## config.mk

```make
export PLATFORM = sky130hd
export DESIGN_NAME = detection_box_class_filter_unit
export DESIGN_NICKNAME = d
export VERILOG_FILES = /design/src/hdl/dbcf_pkg.sv /design/src/hdl/dbcf_ctrl.sv /design/src/hdl/dbcf_dp.sv /design/src/hdl/detection_box_class_filter_unit.sv
export VERILOG_INCLUDE_DIRS = /design/src /design/src/hdl
export SDC_FILE = /design/constraint.sdc
export NUM_CORES = 2
export LEC_CHECK = 0
export ABC_AREA = 1
export BUFFER_PORTS_ARGS = -buffer_cell sky130_fd_sc_hd__buf_2
export CELL_PAD_IN_SITES_DETAIL_PLACEMENT = 2
export CELL_PAD_IN_SITES_GLOBAL_PLACEMENT = 2
export CORE_MARGIN = 2
export CORE_UTILIZATION = 36
export CTS_BUF_LIST = sky130_fd_sc_hd__clkbuf_8
export DETAILED_ROUTE_END_ITERATION = 16
export GPL_TIMING_DRIVEN = 0
export PLACE_DENSITY_LB_ADDON = 0.05
export SLEW_MARGIN = 10
export SYNTH_ARGS = -nofsm -noshare
export SYNTH_HDL_FRONTEND = slang
export SYNTH_SLANG_ARGS = --single-unit
```

## constraint.sdc

```tcl
create_clock -name clk -period 9 [get_ports clk]
set_input_delay 1.35 -clock clk [delete_from_list [all_inputs] [get_ports clk]]
set_output_delay 1.35 -clock clk [all_outputs]
set_load 0.02 [all_outputs]
```

## src/hdl/detection_box_class_filter_unit_macros.svh

```systemverilog
// Assertion macros for the detection box class filter.
// Used by the top level; expects clk and rst_n in scope.
`ifndef DETECTION_BOX_CLASS_FILTER_UNIT_MACROS_SVH
`define DETECTION_BOX_CLASS_FILTER_UNIT_MACROS_SVH

// Same-cycle implication, disabled during reset.
`define DBCF_ASSERT_SAME(lbl, ante, cons, msg) \
  lbl: assert property (@(posedge clk) disable iff (!rst_n) (ante) |-> (cons)) \
    else $error(msg);

// Next-cycle implication, disabled during reset.
`define DBCF_ASSERT_NEXT(lbl, ante, cons, msg) \
  lbl: assert property (@(posedge clk) disable iff (!rst_n) (ante) |=> (cons)) \
    else $error(msg);

`endif

```

## src/hdl/dbcf_pkg.sv

```systemverilog
// Shared types and constants for the detection box class filter.
// No dependencies.
`timescale 1ns / 1ps

package dbcf_pkg;

  localparam int COORD_W = 12;
  localparam int FRAC_W  = 16;
  localparam int SCALE_W = 9;
  localparam int CFG_IDX_W  = 3;
  localparam int CFG_DATA_W = 12;

  // Register indexes
  localparam logic [CFG_IDX_W-1:0] CFG_FRAME_WIDTH     = 3'd0;
  localparam logic [CFG_IDX_W-1:0] CFG_FRAME_HEIGHT    = 3'd1;
  localparam logic [CFG_IDX_W-1:0] CFG_BALL_SCALE      = 3'd2;
  localparam logic [CFG_IDX_W-1:0] CFG_BALL_RATIO_LOW  = 3'd3;
  localparam logic [CFG_IDX_W-1:0] CFG_BALL_RATIO_HIGH = 3'd4;

  // Register reset values
  localparam logic [COORD_W-1:0] RST_FRAME_WIDTH     = 12'd640;
  localparam logic [COORD_W-1:0] RST_FRAME_HEIGHT    = 12'd480;
  localparam logic [SCALE_W-1:0] RST_BALL_SCALE      = 9'd128;
  localparam logic [COORD_W-1:0] RST_BALL_RATIO_LOW  = 12'd192;
  localparam logic [COORD_W-1:0] RST_BALL_RATIO_HIGH = 12'd320;

  // Class labels
  localparam logic [7:0] LABEL_BALL     = 8'd0;
  localparam logic [7:0] LABEL_GOAL     = 8'd1;
  localparam logic [7:0] LABEL_OBSTACLE = 8'd2;

  // Verdict codes
  localparam logic [1:0] VERDICT_REJECT   = 2'd0;
  localparam logic [1:0] VERDICT_BALL     = 2'd1;
  localparam logic [1:0] VERDICT_GOAL     = 2'd2;
  localparam logic [1:0] VERDICT_OBSTACLE = 2'd3;

  // Commands from the sequencer to the datapath
  typedef struct packed {
    logic load;      // capture the request
    logic step_lo;   // left and top corners
    logic step_hi;   // right and bottom corners
    logic step_dim;  // box size and frame scale products
    logic step_fin;  // ratio products, verdict, result register
  } dbcf_cmd_t;

endpackage

```

## src/hdl/dbcf_ctrl.sv

```systemverilog
// Sequencer for the detection box class filter: one request at a time.
// Depends on dbcf_pkg.
`timescale 1ns / 1ps

module dbcf_ctrl
  import dbcf_pkg::*;
(
  input  logic      clk,
  input  logic      rst_n,
  input  logic      in_valid,
  output logic      in_ready,
  output logic      out_valid,
  input  logic      out_ready,
  output dbcf_cmd_t cmd
);

  typedef enum logic [4:0] {
    S_IDLE = 5'b00001,
    S_LO   = 5'b00010,
    S_HI   = 5'b00100,
    S_DIM  = 5'b01000,
    S_FIN  = 5'b10000
  } state_t;

  state_t state_r, state_nxt;
  logic   out_valid_r, out_valid_nxt;
  logic   fin_go;

  assign in_ready = (state_r == S_IDLE);
  // finish only when the result register is free or being emptied
  assign fin_go   = (state_r == S_FIN) && (!out_valid_r || out_ready);

  always_comb begin
    cmd.load     = in_valid && in_ready;
    cmd.step_lo  = (state_r == S_LO);
    cmd.step_hi  = (state_r == S_HI);
    cmd.step_dim = (state_r == S_DIM);
    cmd.step_fin = fin_go;
  end

  always_comb begin
    state_nxt = state_r;
    case (state_r)
      S_IDLE: begin
        if (in_valid) state_nxt = S_LO;
      end
      S_LO:  state_nxt = S_HI;
      S_HI:  state_nxt = S_DIM;
      S_DIM: state_nxt = S_FIN;
      S_FIN: begin
        if (fin_go) state_nxt = S_IDLE;
      end
      default: state_nxt = S_IDLE;
    endcase
  end

  always_comb begin
    out_valid_nxt = out_valid_r;
    if (fin_go) begin
      out_valid_nxt = 1'b1;
    end else if (out_ready) begin
      out_valid_nxt = 1'b0;
    end
  end

  assign out_valid = out_valid_r;

  always_ff @(posedge clk) begin
    if (!rst_n) begin
      state_r     <= S_IDLE;
      out_valid_r <= 1'b0;
    end else begin
      state_r     <= state_nxt;
      out_valid_r <= out_valid_nxt;
    end
  end

endmodule

```

## src/hdl/dbcf_dp.sv

```systemverilog
// Datapath for the detection box class filter: config registers, two shared
// multipliers, corner clamps, class maxima and the result register. Uses dbcf_pkg.
`timescale 1ns / 1ps

module dbcf_dp
  import dbcf_pkg::*;
(
  input  logic                  clk,
  input  logic                  rst_n,
  input  dbcf_cmd_t             cmd,
  input  logic                  cfg_we,
  input  logic [CFG_IDX_W-1:0]  cfg_index,
  input  logic [CFG_DATA_W-1:0] cfg_wdata,
  input  logic                  in_first_in_frame,
  input  logic [7:0]            in_class_label,
  input  logic [FRAC_W-1:0]     in_confidence,
  input  logic [FRAC_W-1:0]     in_center_x,
  input  logic [FRAC_W-1:0]     in_center_y,
  input  logic [FRAC_W-1:0]     in_box_w,
  input  logic [FRAC_W-1:0]     in_box_h,
  output logic [COORD_W-1:0]    out_left_px,
  output logic [COORD_W-1:0]    out_top_px,
  output logic [COORD_W-1:0]    out_right_px,
  output logic [COORD_W-1:0]    out_bottom_px,
  output logic [1:0]            out_verdict
);

  // Configuration
  logic [COORD_W-1:0] frame_w_r, frame_h_r, ratio_lo_r, ratio_hi_r;
  logic [SCALE_W-1:0] scale_r;

  always_ff @(posedge clk) begin
    if (!rst_n) begin
      frame_w_r  <= RST_FRAME_WIDTH;
      frame_h_r  <= RST_FRAME_HEIGHT;
      scale_r    <= RST_BALL_SCALE;
      ratio_lo_r <= RST_BALL_RATIO_LOW;
      ratio_hi_r <= RST_BALL_RATIO_HIGH;
    end else if (cfg_we) begin
      case (cfg_index)
        CFG_FRAME_WIDTH:     frame_w_r  <= cfg_wdata;
        CFG_FRAME_HEIGHT:    frame_h_r  <= cfg_wdata;
        CFG_BALL_SCALE:      scale_r    <= cfg_wdata[SCALE_W-1:0];
        CFG_BALL_RATIO_LOW:  ratio_lo_r <= cfg_wdata;
        CFG_BALL_RATIO_HIGH: ratio_hi_r <= cfg_wdata;
        default: ;
      endcase
    end
  end

  // Captured request
  logic [7:0]        label_r;
  logic [FRAC_W-1:0] conf_r, cx_r, cy_r, bwr_r, bhr_r;

  always_ff @(posedge clk) begin
    if (cmd.load) begin
      label_r <= in_class_label;
      conf_r  <= in_confidence;
      cx_r    <= in_center_x;
      cy_r    <= in_center_y;
      bwr_r   <= in_box_w;
      bhr_r   <= in_box_h;
    end
  end

  // Corner operands: 2c - s (floored at 0) and 2c + s
  logic [FRAC_W:0]   twice_x, twice_y, diff_x, diff_y;
  logic [FRAC_W+1:0] sum_x, sum_y;
  logic              pos_x, pos_y;

  assign twice_x = {cx_r, 1'b0};
  assign twice_y = {cy_r, 1'b0};
  assign pos_x   = twice_x > {1'b0, bwr_r};
  assign pos_y   = twice_y > {1'b0, bhr_r};
  assign diff_x  = twice_x - {1'b0, bwr_r};
  assign diff_y  = twice_y - {1'b0, bhr_r};
  assign sum_x   = {1'b0, twice_x} + {2'b00, bwr_r};
  assign sum_y   = {1'b0, twice_y} + {2'b00, bhr_r};

  // Box size and scale products
  logic [COORD_W-1:0] bw_r, bh_r;
  logic [20:0]        fw_scale_r, fh_scale_r;

  // Two shared multipliers, x side and y side (low and high ratio in the final step)
  logic [17:0] mx_a, my_a;
  logic [11:0] mx_b, my_b;
  logic [29:0] mx_p, my_p;

  always_comb begin
    mx_a = pos_x ? {1'b0, diff_x} : '0;
    my_a = pos_y ? {1'b0, diff_y} : '0;
    mx_b = frame_w_r;
    my_b = frame_h_r;
    if (cmd.step_hi) begin
      mx_a = sum_x;
      my_a = sum_y;
    end else if (cmd.step_dim) begin
      mx_a = {9'd0, scale_r};
      my_a = {9'd0, scale_r};
    end else if (cmd.step_fin) begin
      mx_a = {6'd0, bh_r};
      my_a = {6'd0, bh_r};
      mx_b = ratio_lo_r;
      my_b = ratio_hi_r;
    end
  end

  assign mx_p = mx_a * mx_b;
  assign my_p = my_a * my_b;

  // High corner clamp at size-1, or 0 for a zero size
  logic [COORD_W-1:0] lim_x, lim_y, hi_x, hi_y;
  logic [COORD_W:0]   raw_x, raw_y;

  assign lim_x = (frame_w_r == '0) ? '0 : frame_w_r - 1'b1;
  assign lim_y = (frame_h_r == '0) ? '0 : frame_h_r - 1'b1;
  assign raw_x = mx_p[29:17];
  assign raw_y = my_p[29:17];
  assign hi_x  = (raw_x > {1'b0, lim_x}) ? lim_x : raw_x[COORD_W-1:0];
  assign hi_y  = (raw_y > {1'b0, lim_y}) ? lim_y : raw_y[COORD_W-1:0];

  logic [COORD_W-1:0] left_r, top_r, right_r, bottom_r;

  always_ff @(posedge clk) begin
    if (cmd.step_lo) begin
      left_r <= mx_p[28:17];
      top_r  <= my_p[28:17];
    end
    if (cmd.step_hi) begin
      right_r  <= hi_x;
      bottom_r <= hi_y;
    end
    if (cmd.step_dim) begin
      // clamping keeps right >= left and bottom >= top
      bw_r       <= right_r - left_r;
      bh_r       <= bottom_r - top_r;
      fw_scale_r <= mx_p[20:0];
      fh_scale_r <= my_p[20:0];
    end
  end

  // Verdict
  logic [FRAC_W-1:0] best_ball_r, best_goal_r, best_obst_r;
  logic [19:0]       bw256, bh256;
  logic              ball_ok, goal_ok, obst_ok;
  logic [1:0]        verdict;

  assign bw256 = {bw_r, 8'd0};
  assign bh256 = {bh_r, 8'd0};

  assign ball_ok = (conf_r > best_ball_r)
                && ({1'b0, bw256} < fw_scale_r)
                && ({1'b0, bh256} < fh_scale_r)
                && (bw_r != '0) && (bh_r != '0)
                && ({4'd0, bw256} > mx_p[23:0])
                && ({4'd0, bw256} < my_p[23:0]);
  assign goal_ok = conf_r > best_goal_r;
  assign obst_ok = (conf_r > best_obst_r)
                && ({bw_r, 1'b0} < {1'b0, frame_w_r})
                && ({bh_r, 1'b0} < {1'b0, frame_h_r});

  always_comb begin
    verdict = VERDICT_REJECT;
    case (label_r)
      LABEL_BALL:     if (ball_ok) verdict = VERDICT_BALL;
      LABEL_GOAL:     if (goal_ok) verdict = VERDICT_GOAL;
      LABEL_OBSTACLE: if (obst_ok) verdict = VERDICT_OBSTACLE;
      default:        verdict = VERDICT_REJECT;
    endcase
  end

  always_ff @(posedge clk) begin
    if (!rst_n) begin
      best_ball_r <= '0;
      best_goal_r <= '0;
      best_obst_r <= '0;
    end else if (cmd.load && in_first_in_frame) begin
      best_ball_r <= '0;
      best_goal_r <= '0;
      best_obst_r <= '0;
    end else if (cmd.step_fin) begin
      if (verdict == VERDICT_BALL)     best_ball_r <= conf_r;
      if (verdict == VERDICT_GOAL)     best_goal_r <= conf_r;
      if (verdict == VERDICT_OBSTACLE) best_obst_r <= conf_r;
    end
  end

  // Result register
  always_ff @(posedge clk) begin
    if (cmd.step_fin) begin
      out_left_px   <= left_r;
      out_top_px    <= top_r;
      out_right_px  <= right_r;
      out_bottom_px <= bottom_r;
      out_verdict   <= verdict;
    end
  end

endmodule

```

## src/hdl/detection_box_class_filter_unit.sv

```systemverilog
// Top level of the detection box class filter: sequencer plus datapath.
// Depends on dbcf_pkg, dbcf_ctrl, dbcf_dp and the assertion macro header.
//
//   channel | handshake           | payload
//   in      | in_valid/in_ready   | first_in_frame, class_label, confidence,
//           |                     | center_x, center_y, box_w, box_h
//   out     | out_valid/out_ready | left_px, top_px, right_px, bottom_px, verdict
//   cfg     | cfg_we              | cfg_index, cfg_wdata (write only)
//
// A box passes through the accept step and four sequencer steps using two
// shared 18x12 multipliers (low corners, high corners, size, ratio and verdict).
// The result register lets the next box be accepted while a result waits.
// The final step holds while the result register is full and not being taken.
// Reset loads the register defaults and clears the three class maxima.
`timescale 1ns / 1ps
`include "detection_box_class_filter_unit_macros.svh"

module detection_box_class_filter_unit
  import dbcf_pkg::*;
(
  input  logic                  clk,
  input  logic                  rst_n,
  input  logic                  cfg_we,
  input  logic [CFG_IDX_W-1:0]  cfg_index,
  input  logic [CFG_DATA_W-1:0] cfg_wdata,
  input  logic                  in_valid,
  output logic                  in_ready,
  input  logic                  in_first_in_frame,
  input  logic [7:0]            in_class_label,
  input  logic [FRAC_W-1:0]     in_confidence,
  input  logic [FRAC_W-1:0]     in_center_x,
  input  logic [FRAC_W-1:0]     in_center_y,
  input  logic [FRAC_W-1:0]     in_box_w,
  input  logic [FRAC_W-1:0]     in_box_h,
  output logic                  out_valid,
  input  logic                  out_ready,
  output logic [COORD_W-1:0]    out_left_px,
  output logic [COORD_W-1:0]    out_top_px,
  output logic [COORD_W-1:0]    out_right_px,
  output logic [COORD_W-1:0]    out_bottom_px,
  output logic [1:0]            out_verdict
);

  dbcf_cmd_t  cmd;
  logic [4:0] cmd_vec;

  assign cmd_vec = cmd;

  dbcf_ctrl u_ctrl (
    .clk       (clk),
    .rst_n     (rst_n),
    .in_valid  (in_valid),
    .in_ready  (in_ready),
    .out_valid (out_valid),
    .out_ready (out_ready),
    .cmd       (cmd)
  );

  dbcf_dp u_dp (
    .clk               (clk),
    .rst_n             (rst_n),
    .cmd               (cmd),
    .cfg_we            (cfg_we),
    .cfg_index         (cfg_index),
    .cfg_wdata         (cfg_wdata),
    .in_first_in_frame (in_first_in_frame),
    .in_class_label    (in_class_label),
    .in_confidence     (in_confidence),
    .in_center_x       (in_center_x),
    .in_center_y       (in_center_y),
    .in_box_w          (in_box_w),
    .in_box_h          (in_box_h),
    .out_left_px       (out_left_px),
    .out_top_px        (out_top_px),
    .out_right_px      (out_right_px),
    .out_bottom_px     (out_bottom_px),
    .out_verdict       (out_verdict)
  );

  `DBCF_ASSERT_NEXT(a_busy_after_load, cmd.load, !in_ready, "accepted while busy")
  `DBCF_ASSERT_NEXT(a_fin_shows_result, cmd.step_fin, out_valid, "result not shown")
  `DBCF_ASSERT_SAME(a_one_step, 1'b1, $onehot0(cmd_vec), "overlapping steps")
  `DBCF_ASSERT_SAME(a_corner_order, out_valid, (out_right_px >= out_left_px) && (out_bottom_px >= out_top_px), "corners out of order")

endmodule
```

==> impl_results.md <==
- Via Count: 29800
- Initial Util: 36.1%
- CP top delay family: adder cells
- Core Box Area: 96300 um^2
- Via-per-instance ratio: approximately 5
- Fraction of registers with async set or reset after synthesis: 0%
- Xor/xnor cell area share of the yosys netlist: under 10%
- Synth Area in Compound Gates: 9.49%
- Die Wd: 315 um
- Synth-to-Final Area Change: 21.1%
- Vias in the first global route: around 33000
- CP endpoint kind: register
- Avg Synthesized Cell Area: 8.37 um^2
- Post-layout min period: 8.78 ns
- Placed cell area: roughly 37000 um^2
- Synth Register Bits: 363
- Drt pass-1 iters: 5
- Skew final: around 0.069 ns
- Syn Nets: just under 5000
- Period utilization: around 100%
- Overflow after GRT: 0
- DR iter-0 viols: 1336
- Layout cells sized above 1: 18.4%
- Slew at the pin with the worst max-slew slack: 0.930 ns
- Post-Syn Area: 34800 um^2
- Final instance area: 42100 um^2
- Total die area: around 100000 um^2
- Routed Antenna Nets: 0
- Largest fanout on the critical path: 10
- Pin count of the biggest net entering global routing: 60
- CP max stage cell: fa_1
- Die span in y: 315 um
- DR WL/cell: 21.8 um
- Max Buffers Root-to-Sink: 3
- Synth Area in Adders: 31.9%
- Port Buffers: 160
- Max transition margin: 38.0%
- Top-count cell post-synth: nand2_1
- Area leader, netlist: edfxtp_1
- Synth Area in Simple Gates: 17.4%
- Crit path from: out_ready
- Min Hold Slack: 0.442 ns
- CP Buf/Inv Count: 11
- Most used DFF post-synth: edfxtp_1
- # setup viols final: 0
- Final hold viol count: 0
- Largest family of logic cells by synthesized area: adder cells
- Crit Path Category: in -> reg
- Dominant cells by area after synthesis: edfxtp_1 (22%), fa_1 (19%), ha_1 (13%)
- HPWL Detailed: 103000 um
- Synth top area share: between 20 and 25%
- Initial antenna violation count: 11
- Hold Crit Start: u_dp.top_r[6]$_DFFE_PP_
- Final net count: 5335
- Cells after synthesis: 4154
- Depth of the CTS H-tree: 3
- Commonest cells in the netlist: nand2_1 (811), inv_1 (808), nor2_1 (407), ha_1 (364), fa_1 (326)
- Synth warn: 0
- Highest Clock Rate: 114 MHz
- Clk sink count: 363
- DRC violations left: 0
- TritonCTS Buffers: 74
- Slew Limit Fails: 0
- RR Startpoint: u_ctrl.state_r[4]$_SDFFE_PN0P_
- Insertion delay to the later sink of the worst-skew pair: 0.71 ns
- Max_cap viols: 0
- Setup crit start kind: input pin
- Routed WL: 128000 um
- Clk slew on worst S/H paths: 0.06 ns
- Total track usage: 25.5%
- Final setup TNS: 0 ns
- CTS Root Cell: clkbuf_8
- Fillers: roughly 11000
- Post-synth EDFFs: 252
- CTS tree: built
- Sequential area share after synthesis: roughly 28%
- Num rows: about 110
- Worst hold path type: reg -> reg
- Outcome: completed
- Slowest stage delay, CP: 0.52 ns
- CP arrival: ~9.4 ns
- I/O Pins: around 160
- Library cells used by synthesis: 64
- Cts hold-fix bufs: 0
- First-pass GRT wire length: 193000 um
- Critical Path RT: around 9.6 ns
- Largest registers: u_dp.fh_scale_r: 21 flops, u_dp.fw_scale_r: 21 flops
- Placer Congestion: around 0.83
- Post-synthesis mux area share: 0%
## what timing repair did
action	CTS	global route
buffers inserted	45	90
resized for setup	255	313
pin swaps	34	104
endpoints found under the setup margin	50	41
cloned	0	4
## layer usage
layer  GRT usage [%]  vias to the layer above  routed length [um]
met3            3.74                      183                4970
li1                -                    14000                   -
met1            33.6                    15100               58000
met4            7.19                       10                3430
met2            43.5                      518               61800
met5               0                        -                  69
## path summary, 6_finish.rpt
check | to | slack (ns) | cells after the start
max | u_dp.best_ball_r[5]$_SDFFE_PP0P_ | 0.22 | 43
min | u_dp.out_top_px[6]$_DFFE_PP_ | 0.44 | 0
max reg2reg | u_dp.best_ball_r[5]$_SDFFE_PP0P_ | 0.27 | 47
min reg2reg | u_dp.out_top_px[6]$_DFFE_PP_ | 0.44 | 0
## through the flow
| step | util [%] | worst slack [ns] | instances |
|---|---|---|---|
| after global routing | 43.8 | -0.115 | 5871 |
| after detailed placement | 38.8 | -2.81 | 5600 |
| after floorplan | - | 0.148 | 4154 |
| final | 43.8 | 0.225 | 5872 |
| after global placement | 38.6 | -3.66 | 5590 |
| after CTS | 41.7 | -0.0000533 | 5777 |
## cell usage in the layout (no fill, tap or decap), types with 10 or more instances in the layout
cell      instances
inv_1           804
nand2_1         751
nor2_1          385
ha_1            320
fa_1            316
edfxtp_1        252
a21oi_1         244
buf_2           166
buf_4           139
o21ai_0         125
dfxtp_1         111
nand3_1          86
clkbuf_8         86
xor2_1           73
nand2_2          53
nand4_1          51
o21ai_1          37
inv_2            36
ha_4             30
clkbuf_1         29
a21oi_2          29
nor3_1           28
o21ai_2          21
buf_6            20
xnor2_1          20
o21ai_4          17
clkinv_4         14
ha_2             14
nor2_2           13
xor2_2           13
o21bai_1         13
o211ai_1         13
nor2_4           12
a21oi_4          11
clkbuf_2         11
nand3b_1         11
nand3_2          10
nor4_1           10
fa_2             10
## final cells by class
type,count,area (um^2),area share [%]
plain buffers,83,571,1.35
inverters,841,3260,7.73
well taps,1276,1600,3.79
diodes,2,5.00,0.0119
flip-flops and latches,363,9790,23.2
clock buffers,86,1180,2.81
clock inverters,48,303,0.719
multi-input cells,2864,23300,55.4
repair buffers,309,2100,4.99
## logic make-up after synthesis
kind of cell	Yosys count
AO/OA/AOI/OAI	593
XOR/XNOR	116
adder cells (fa/ha/maj)	690
buffers and inverters	927
flip-flops	363
AND/OR/NAND/NOR	1465
Power is left out: the tool's default activity adds up to more than one toggle a clock period on the data nets, which glitch-free logic cannot reach.
